### config.mk
export PLATFORM = sky130hd
export DESIGN_NAME = wbe_sequencer
export DESIGN_NICKNAME = d
export VERILOG_FILES = /design/src/sv/wbe_pkg.sv /design/src/sv/wbe_sequencer.sv
export SDC_FILE = /design/constraint.sdc
export NUM_CORES = 1
export LEC_CHECK = 0
export BUFFER_PORTS_ARGS = -buffer_cell sky130_fd_sc_hd__buf_2
export CELL_PAD_IN_SITES_DETAIL_PLACEMENT = 2
export CELL_PAD_IN_SITES_GLOBAL_PLACEMENT = 2
export CORE_MARGIN = 2
export CORE_UTILIZATION = 33
export CTS_CLUSTER_SIZE = 8
export DETAILED_ROUTE_END_ITERATION = 8
export PLACE_DENSITY_LB_ADDON = 0.1
export SYNTH_ARGS = -nofsm -noshare
export SYNTH_HDL_FRONTEND = slang
export SYNTH_SLANG_ARGS = --single-unit
### constraint.sdc
create_clock -name clk -period 5.7 [get_ports clk]
set_input_delay 0.855 -clock clk [delete_from_list [all_inputs] [get_ports clk]]
set_output_delay 0.855 -clock clk [all_outputs]
set_load 0.005 [all_outputs]
### src/sv/wbe_pkg.sv
`timescale 1ns / 1ps
`default_nettype none
// ----------------------------------------------------------------------------
// wbe_pkg
// shared constants, types, weight table and microcode word for the
// weighted bandwidth estimator
// ----------------------------------------------------------------------------
package wbe_pkg;

	// history ring
	localparam int WBE_DEPTH = 5;
	localparam int SLOT_W    = (WBE_DEPTH > 1) ? $clog2(WBE_DEPTH) : 1;
	localparam int CNT_W     = $clog2(WBE_DEPTH + 1);

	// field widths
	localparam int BYTES_W = 28;
	localparam int NS_W    = 40;
	localparam int RATE_W  = 32;
	localparam int CFG_W   = 32;

	// rate numerator: bytes * 1e9, then << 3 for bits
	localparam int                NSPS_W   = 30;
	localparam logic [NSPS_W-1:0] NS_PER_S = 30'd1_000_000_000;
	localparam int                PROD_W   = BYTES_W + NSPS_W;

	// weights e^(1-i) in q16
	localparam int WT_N     = 16;
	localparam int WT_IDX_W = 4;
	localparam int WT_W     = 18;
	localparam int DEN_W    = 19;
	localparam int MPROD_W  = RATE_W + WT_W;
	localparam int ACC_W    = RATE_W + DEN_W;

	// shared restoring divider
	localparam int                DIV_STEPS = 32;
	localparam int                DCNT_W    = 6;
	localparam logic [DCNT_W-1:0] DCNT_INIT = DCNT_W'(DIV_STEPS);

	// configuration
	localparam int CFG_IDX_W = 1;
	typedef enum logic [CFG_IDX_W-1:0] {
		CFG_LINK_SPEED_CAP = 1'b0,
		CFG_MAX_RATE_CAP   = 1'b1
	} cfg_idx_t;

	// microcode
	localparam int PC_W = 4;

	typedef enum logic [3:0] {
		OP_NOP,
		OP_LOAD,
		OP_MUL_RATE,
		OP_RATE_SETUP,
		OP_DIV_STEP,
		OP_PUSH,
		OP_MAC_MUL,
		OP_MAC_ADD,
		OP_MEAN_SETUP,
		OP_EMIT
	} op_t;

	typedef enum logic [2:0] {
		JC_NEXT,
		JC_ALWAYS,
		JC_IF_NO_IN,
		JC_IF_SAT,
		JC_IF_DIV_MORE,
		JC_IF_MAC_MORE,
		JC_IF_OUT_BUSY
	} jc_t;

	typedef struct packed {
		op_t             op;
		jc_t             jc;
		logic [PC_W-1:0] target;
	} ucode_t;

	// datapath flags seen by the sequencer
	typedef struct packed {
		logic in_pending;
		logic rate_sat;
		logic div_more;
		logic mac_more;
		logic out_busy;
	} stat_t;

	function automatic logic [WT_W-1:0] wbe_weight(input logic [WT_IDX_W-1:0] idx);
		logic [WT_W-1:0] w;
		case (idx)
			4'd0:    w = 18'd178145;
			4'd1:    w = 18'd65536;
			4'd2:    w = 18'd24109;
			4'd3:    w = 18'd8869;
			4'd4:    w = 18'd3263;
			4'd5:    w = 18'd1200;
			4'd6:    w = 18'd442;
			4'd7:    w = 18'd162;
			4'd8:    w = 18'd60;
			4'd9:    w = 18'd22;
			4'd10:   w = 18'd8;
			4'd11:   w = 18'd3;
			4'd12:   w = 18'd1;
			default: w = 18'd0;
		endcase
		return w;
	endfunction

endpackage
`default_nettype wire

### src/sv/wbe_sequencer.sv
`timescale 1ns / 1ps
`default_nettype none
// ----------------------------------------------------------------------------
// wbe_sequencer
// step counter and microcode rom, conditional jumps on datapath flags
// ----------------------------------------------------------------------------
module wbe_sequencer
	import wbe_pkg::*;
(
	input  wire   clk,
	input  wire   arst_n,
	input  stat_t stat,
	output op_t   op
);

	localparam logic [PC_W-1:0] PC_LOAD  = 4'd0;
	localparam logic [PC_W-1:0] PC_DIV_R = 4'd3;
	localparam logic [PC_W-1:0] PC_PUSH  = 4'd4;
	localparam logic [PC_W-1:0] PC_MAC   = 4'd5;
	localparam logic [PC_W-1:0] PC_DIV_M = 4'd8;
	localparam logic [PC_W-1:0] PC_EMIT  = 4'd9;

	logic [PC_W-1:0] pc_q;
	ucode_t          uw;
	logic            take;

	always_comb begin
		unique case (pc_q)
			4'd0:    uw = '{OP_LOAD,       JC_IF_NO_IN,    PC_LOAD};
			4'd1:    uw = '{OP_MUL_RATE,   JC_NEXT,        PC_LOAD};
			4'd2:    uw = '{OP_RATE_SETUP, JC_IF_SAT,      PC_PUSH};
			4'd3:    uw = '{OP_DIV_STEP,   JC_IF_DIV_MORE, PC_DIV_R};
			4'd4:    uw = '{OP_PUSH,       JC_NEXT,        PC_LOAD};
			4'd5:    uw = '{OP_MAC_MUL,    JC_NEXT,        PC_LOAD};
			4'd6:    uw = '{OP_MAC_ADD,    JC_IF_MAC_MORE, PC_MAC};
			4'd7:    uw = '{OP_MEAN_SETUP, JC_NEXT,        PC_LOAD};
			4'd8:    uw = '{OP_DIV_STEP,   JC_IF_DIV_MORE, PC_DIV_M};
			4'd9:    uw = '{OP_EMIT,       JC_IF_OUT_BUSY, PC_EMIT};
			default: uw = '{OP_NOP,        JC_ALWAYS,      PC_LOAD};
		endcase
	end

	always_comb begin
		unique case (uw.jc)
			JC_NEXT:        take = 1'b0;
			JC_ALWAYS:      take = 1'b1;
			JC_IF_NO_IN:    take = !stat.in_pending;
			JC_IF_SAT:      take = stat.rate_sat;
			JC_IF_DIV_MORE: take = stat.div_more;
			JC_IF_MAC_MORE: take = stat.mac_more;
			JC_IF_OUT_BUSY: take = stat.out_busy;
			default:        take = 1'b1;
		endcase
	end

	always_ff @(posedge clk or negedge arst_n) begin
		if (!arst_n) begin
			pc_q <= PC_LOAD;
		end else if (take) begin
			pc_q <= uw.target;
		end else begin
			pc_q <= pc_q + 4'd1;
		end
	end

	assign op = uw.op;

endmodule
`default_nettype wire

==> results.md, run 1 <==
- Post-CTS resize count: 0
- Largest net degree at the start of global routing: 18
- Leakage: 0.276 nW
- Clock tree sinks: 4
- Via count: 451
- Yosys Warn Count: 0
- Worst Setup Path Type: reg2out
- GRT Util Overall: about 17%
- Required @ worst endpoint: a little under 5 ns
- Critical path's largest stage delay: 0.47 ns
- Type of origin of the critical path: register
- RSZ-0062 raised after global routing: false
- # H-tree levels: 1
- Final period utilization: ~47%
- Number of port buffers: 10
- End of the worst register-to-register path: pc_q[0]
- Non-filler cells in the finished layout: 80
- Max cap viols: 0
- Setup tns final: 0 ns
- Register area share after synthesis: about 20%
- Sw frac: between 40% and 50%
- Filler cell count: between 150 and 200
- Ratio of cells with drive above 1 in the final layout: ~33%
- Seq cells post-synth: 4
- Syn Inst Count: 53
- Power share of the combinational group: just under 70%
- Yosys cell types: 29
- CTS Buf Count: 3
- Delay-heaviest family, CP: flip-flops
- First-pass GRT wire length: about 2400 microns
- Syn_nets: between 60 and 70
- Worst Tran Pin Value: approximately 0.54 ns
- Num ports: 11
- Via/cell ratio: around 5.6
- GPL Wtd Cong: between 0.6 and 0.7
- Leading cell type in the layout, fill and taps excluded: buf_2
- Max reg flops: 4
- Row cnt: 14
- Reg2reg setup slack: approximately 3.4 ns
- Crit-path max FO: 6
- Rel. slew slack: a little under two thirds
- Dpl hpwl: approximately 1100 microns
- Final nets: 80
- Top reg by flops: pc_q
- Clock network power share: 9.4%
- # diodes: 0
- Most frequent cells in the layout: buf_2 (10), ha_1 (7), inv_1 (4), dfrtp_1 (4)
- Per-cell routed wire length: 16.2 microns
- Crit path capture type: primary output
- Worst Setup Slack, final: slightly above 3 ns
- Area after DPL: approximately 560 sq um
- Final Util: about 40%
- Worst-path clk slew: 0.04 ns
- Regs by FF count: pc_q: 4 flops
- Via count of the first global-routing pass: around 500
- Post-layout min period: approximately 2.7 ns
- WHS: about 0.42 ns
- Final ANT Viol Nets: 0
- Clock skew: between 0.0004 and 0.0005 ns
- Grt total ovfl: 0
- Synth Cell Area: 505 sq um
- Final Max Slew Viols: 0
- Placed Cells incl. Taps: between 70 and 80
- Area added between synthesis and finish: 15.1%
- Pre-antenna DRT Iters: 2
- Die area: between 1500 and 2000 sq um
- Setup Buffers After CTS: 0
- Register Area: 100 sq um
- Clock Tree Root: clkbuf_4
- Hold buffers post-CTS: 0
- Launch point of the worst reg-to-reg path: pc_q[2]
- Die Wd: roughly 43 microns
- NetSw: approximately 0.17 mW
- Slowest CP cell: dfrtp_1
- Finished Cell Area: about 580 sq um
- WP buf/inv: 2
- Worst slack, placed: roughly 3.2 ns
- Cell Chain, Critical Path: inv_1 > ha_1 > nor3_2 > nor3_4 > a21o_1 > buf_2
- P per Cell Area: 626 nW/um^2
- Core Area: about 1500 sq um
- Die height: between 40 and 50 microns
- # DRC: 0
- Overall power: 0.364 mW
- TritonCTS clock tree: yes
- Worst r2r path cells: 7
- Initial Util: about 34%
- Final setup violation count: 0
- Syn Area/Cell: 9.54 sq um
- Longest Clk Path Bufs: 2
- Worst VDD drop: between 0.00015 and 0.0002 V
- Reg power frac: 22.2%
- Skew-Pair Late Insertion Delay: about 0.23 ns
- Total internal power: roughly 0.19 mW
- Outcome: finished clean
- Initial drt markers: 2
- Multi-input logic area: approximately 370 sq um
- Initial antenna violation count: 0
- Final Hold Vio Count: 0
- Peak Freq: 0.373 GHz
- Critical path arrival: about 1.8 ns
- Drt total wl: about 1300 microns
- Hold Path Class: in2async
[metal layers]
metal | part of all wire, % | track usage (%) | wire [microns]
met1 | 42 | 20.0 | 539
met2 | 55 | 30.1 | 709
met5 | 0 | 0 | 0
met3 | 2.2 | 2.55 | 28
met4 | 1.3 | 9.09 | 17
[area by class of cell]
type | count | area share (%)
timing repair buffer | 10 | 8.60
inverter | 4 | 2.58
clock buffer | 3 | 3.87
tap | 16 | 3.44
multi-input combinational | 43 | 64.3
sequential | 4 | 17.2
[power by group through the flow]
stage	registers, mW	logic [mW]	clock network (mW)
floorplan	0.0604	0.207	0
global placement	0.0816	0.245	0
detailed placement	0.0821	0.253	0
CTS	0.0820	0.255	0.0361
global route	0.0848	0.281	0.0381
finish	0.0808	0.249	0.0341
[logic make-up (layout without fill, tap and decap cells)]
group                      count (synthesis)  in the layout  share of synthesized area [%]
buffers and inverters                      6             17                           6.19
AOI/OAI and AO/OA                         15             15                           21.5
and+or+nand+nor                           16             16                           23.3
muxes                                      5              5                           11.9
adders and majority gates                  7              7                           17.3
DFF                                        4              4                           19.8
[cell usage after synthesis]
master / instances / share of area (%)
a211oi_1: 1 / 1.5
or4_1: 1 / 1.5
o21a_1: 1 / 1.5
nor3b_1: 1 / 1.5
mux2_4: 2 / 5.9
ha_1: 7 / 17
mux2i_1: 3 / 5.9
and2b_1: 1 / 1.5
nor3_2: 1 / 2.0
nor3_4: 1 / 3.2
dfrtp_1: 4 / 20
a21oi_1: 1 / 0.99
nor2b_1: 2 / 2.5
nor4_2: 1 / 2.5
o21ai_2: 1 / 1.7
a2bb2oi_2: 1 / 3.0
nand2_1: 2 / 1.5
o22ai_1: 3 / 3.7
inv_1: 4 / 3.0
nor3b_2: 1 / 2.5
nand2b_1: 2 / 2.5
nor2_1: 3 / 2.2
o31a_1: 1 / 1.7
o211ai_1: 1 / 1.5
buf_2: 1 / 0.99
o21bai_1: 1 / 1.5
buf_6: 1 / 2.2
o21ai_0: 3 / 3.0
a21o_1: 1 / 1.5
[worst max path at each step]
stage,startpoint,endpoint,slack (ns),cells after the start
3_3_place_gp,pc_q[0],op[0],3.26,6
3_5_place_dp,pc_q[0],op[0],3.24,6
5_1_grt,pc_q[0],op[0],2.90,6
2_1_floorplan,pc_q[0],op[0],3.57,5
4_1_cts,pc_q[0],op[0],2.98,6
6_report,pc_q[0],op[0],3.02,6
(Power assumes the default switching activity.)
==> inputs of run 2 (changes only) <==
--- a/config.mk
+++ b/config.mk
@@ -9,7 +9,7 @@
 export CELL_PAD_IN_SITES_DETAIL_PLACEMENT = 2
 export CELL_PAD_IN_SITES_GLOBAL_PLACEMENT = 2
 export CORE_MARGIN = 2
-export CORE_UTILIZATION = 33
+export CORE_UTILIZATION = 28
 export CTS_CLUSTER_SIZE = 8
 export DETAILED_ROUTE_END_ITERATION = 8
 export PLACE_DENSITY_LB_ADDON = 0.1
==> constraint.sdc (replaced) <==
create_clock -name clk -period 2.2 [get_ports clk]
set_input_delay 0.33 -clock clk [delete_from_list [all_inputs] [get_ports clk]]
set_output_delay 0.33 -clock clk [all_outputs]
set_load 0.005 [all_outputs]
==> results.md, run 2 (synthesis gave the netlist of run 1 again) <==
- Outcome: finished clean
- Initial antenna violation count: 0
- # diodes: 0
- Finished Cell Area: between 600 and 700 sq um
- Post-layout min period: 2.08 ns
- Placed Cells incl. Taps: just over 90
- Worst Tran Pin Value: roughly 0.42 ns
- Largest net degree at the start of global routing: 14
- Worst-path clk slew: about 0.040 ns
- Power share of the combinational group: around three quarters
- Final Hold Vio Count: 0
- Crit path launch: pc_q[0]
- RSZ-0062 raised after global routing: false
- Leading cell type in the layout, fill and taps excluded: buf_2
- Slowest CP cell: or4_1
- Top Usage Layer GRT: met2
- Final nets: 87
- Die Wd: between 40 and 50 microns
- Worst Setup Path Type: reg2reg
- # H-tree levels: 1
- Top reg by flops: pc_q
- Die area: approximately 2200 sq um
- Die height: roughly 46 microns
- Clock Tree Root: clkbuf_4
- Clock network power share: approximately 8.1%
- Via count of the first global-routing pass: 460
- Required @ worst endpoint: 2.34 ns
- Area added between synthesis and finish: 32.9%
- Initial Util: between 20 and 30%
- Core Area: about 1700 sq um
- Drt total wl: between 1000 and 1500 microns
- Number of port buffers: 10
- Crit-path max FO: 6
- Final setup violation count: 0
- Clock tree sinks: 4
- Most frequent cells in the layout: buf_2 (10), buf_4 (6), inv_1 (4), ha_1 (4)
- Via/cell ratio: between 4 and 5
- Skew-Pair Late Insertion Delay: about 0.23 ns
- Ratio of cells with drive above 1 in the final layout: between 40 and 50%
- Reg power frac: about 15%
- Max cap viols: 0
- # DRC: 0
- Dpl hpwl: around 1100 microns
- GR Util met1: around 20%
- Num ports: 11
- Non-filler cells in the finished layout: 96
- P per Cell Area: around 1600 nW/um^2
- Final Max Slew Viols: 0
- Rel. slew slack: between 70% and 80%
- Area after DPL: 616 sq um
- Final period utilization: between 90 and 100%
- Row cnt: 15
- Crit path capture type: register
- Final ANT Viol Nets: 0
- Grt total ovfl: 0
- CTS Buf Count: 3
- Cell Chain, Critical Path: inv_1 > ha_2 > or4_1 > o21ai_0 > a2bb2oi_2 > o21ai_2 > buf_4 > mux2i_2
- GPL Wtd Cong: 0.710
- TritonCTS clock tree: yes
- Clock skew: between 0.002 and 0.003 ns
- Total internal power: 0.604 mW
- Leakage: around 0.30 nW
- Per-cell routed wire length: roughly 14 microns
- Via count: between 400 and 500
- Setup tns final: 0 ns
- Launch point of the worst reg-to-reg path: pc_q[0]
- Critical path arrival: about 2.2 ns
- Sw frac: about 45%
- Routing usage on met3: 1.18%
- First-pass GRT wire length: 2280 microns
- Initial drt markers: 2
- Grt met2 use: 24.7%
- NetSw: 0.489 mW
- Max reg flops: 4
- Longest Clk Path Bufs: 2
- Worst VDD drop: 0.000637 V
- Setup Buffers After CTS: 0
- Regs by FF count: pc_q: 4 flops
- Pre-antenna DRT Iters: 4
- Peak Freq: approximately 0.48 GHz
- Type of origin of the critical path: register
- GRT Util Overall: about 16%
- Critical path's largest stage delay: a little over 0.5 ns
- Hold Path Class: in2async
run 2: cell types whose count changed in the layout (fill, tap and decap cells not counted), sizes merged:
cell	before	now
dlygate4sd3	0	1
buf	10	16
run 2: per-stage QoR:
step                      hold slack, ns  utilization (%)  total power, mW  setup WS (ns)
final                              0.448             39.3             1.09          0.116
after global routing               0.441             39.3             1.20         0.0196
after CTS                          0.420             38.2             1.06       0.000386
after detailed placement           0.134             36.0            0.957        -0.0376
after global placement             0.134             36.0            0.952       -0.00546
after floorplan                   0.0344                -            0.694          0.205
run 2: layout make-up:
class | count | area (sq um)
fillers | 189 | 1040
multi-input cells | 43 | 397
repair buffers | 17 | 105
flip-flops and latches | 4 | 101
well taps | 25 | 31.3
clock buffers | 3 | 22.5
inverters | 4 | 15.0
run 2: power groups by stage:
stage / sequential [mW] / clock, mW / combinational [mW]
after CTS: 0.160 / 0.0939 / 0.808
after global placement: 0.160 / 0 / 0.792
after floorplan: 0.156 / 0 / 0.537
final: 0.166 / 0.0882 / 0.839
after global routing: 0.173 / 0.0972 / 0.933
after detailed placement: 0.161 / 0 / 0.795
run 2: timing repair:
item / in CTS / in global routing
resized for setup: 1 / 6
cloned: 0 / 0
hold buffers: 1 / 0
hold endpoints to repair: 4 / 0
endpoints found under the setup margin: 3 / 4
run 2: path summary, 6_finish.rpt:
| check | to | cells past startpoint | slack, ns |
|---|---|---|---|
| setup / recovery | pc_q[2] | 8 | 0.12 |
| min in group clk | pc_q[3] | 5 | 0.58 |
| hold / removal | pc_q[1] | 2 | 0.45 |
| hold reg to reg | pc_q[3] | 2 | 0.71 |
| setup reg to reg | pc_q[2] | 8 | 0.12 |
| max in group asynchronous | pc_q[0] | 2 | 1.62 |
run 2: metal layers:
metal	vias to the layer above	wire (microns)
li1	229	-
met1	227	679
met3	2	18
met2	6	679
met4	0	12
met5	-	0
run 2: worst max-delay path, delay by kind of cell, from the launching register on:
| kind | cells | cell delay, ns |
|---|---|---|
| DFF | 1 | 0.43 |
| and+or+nand+nor | 1 | 0.51 |
| AOI/OAI and AO/OA | 3 | 0.35 |
| buffers and inverters | 2 | 0.26 |
| muxes | 1 | 0.22 |
| adders and majority gates | 1 | 0.23 |
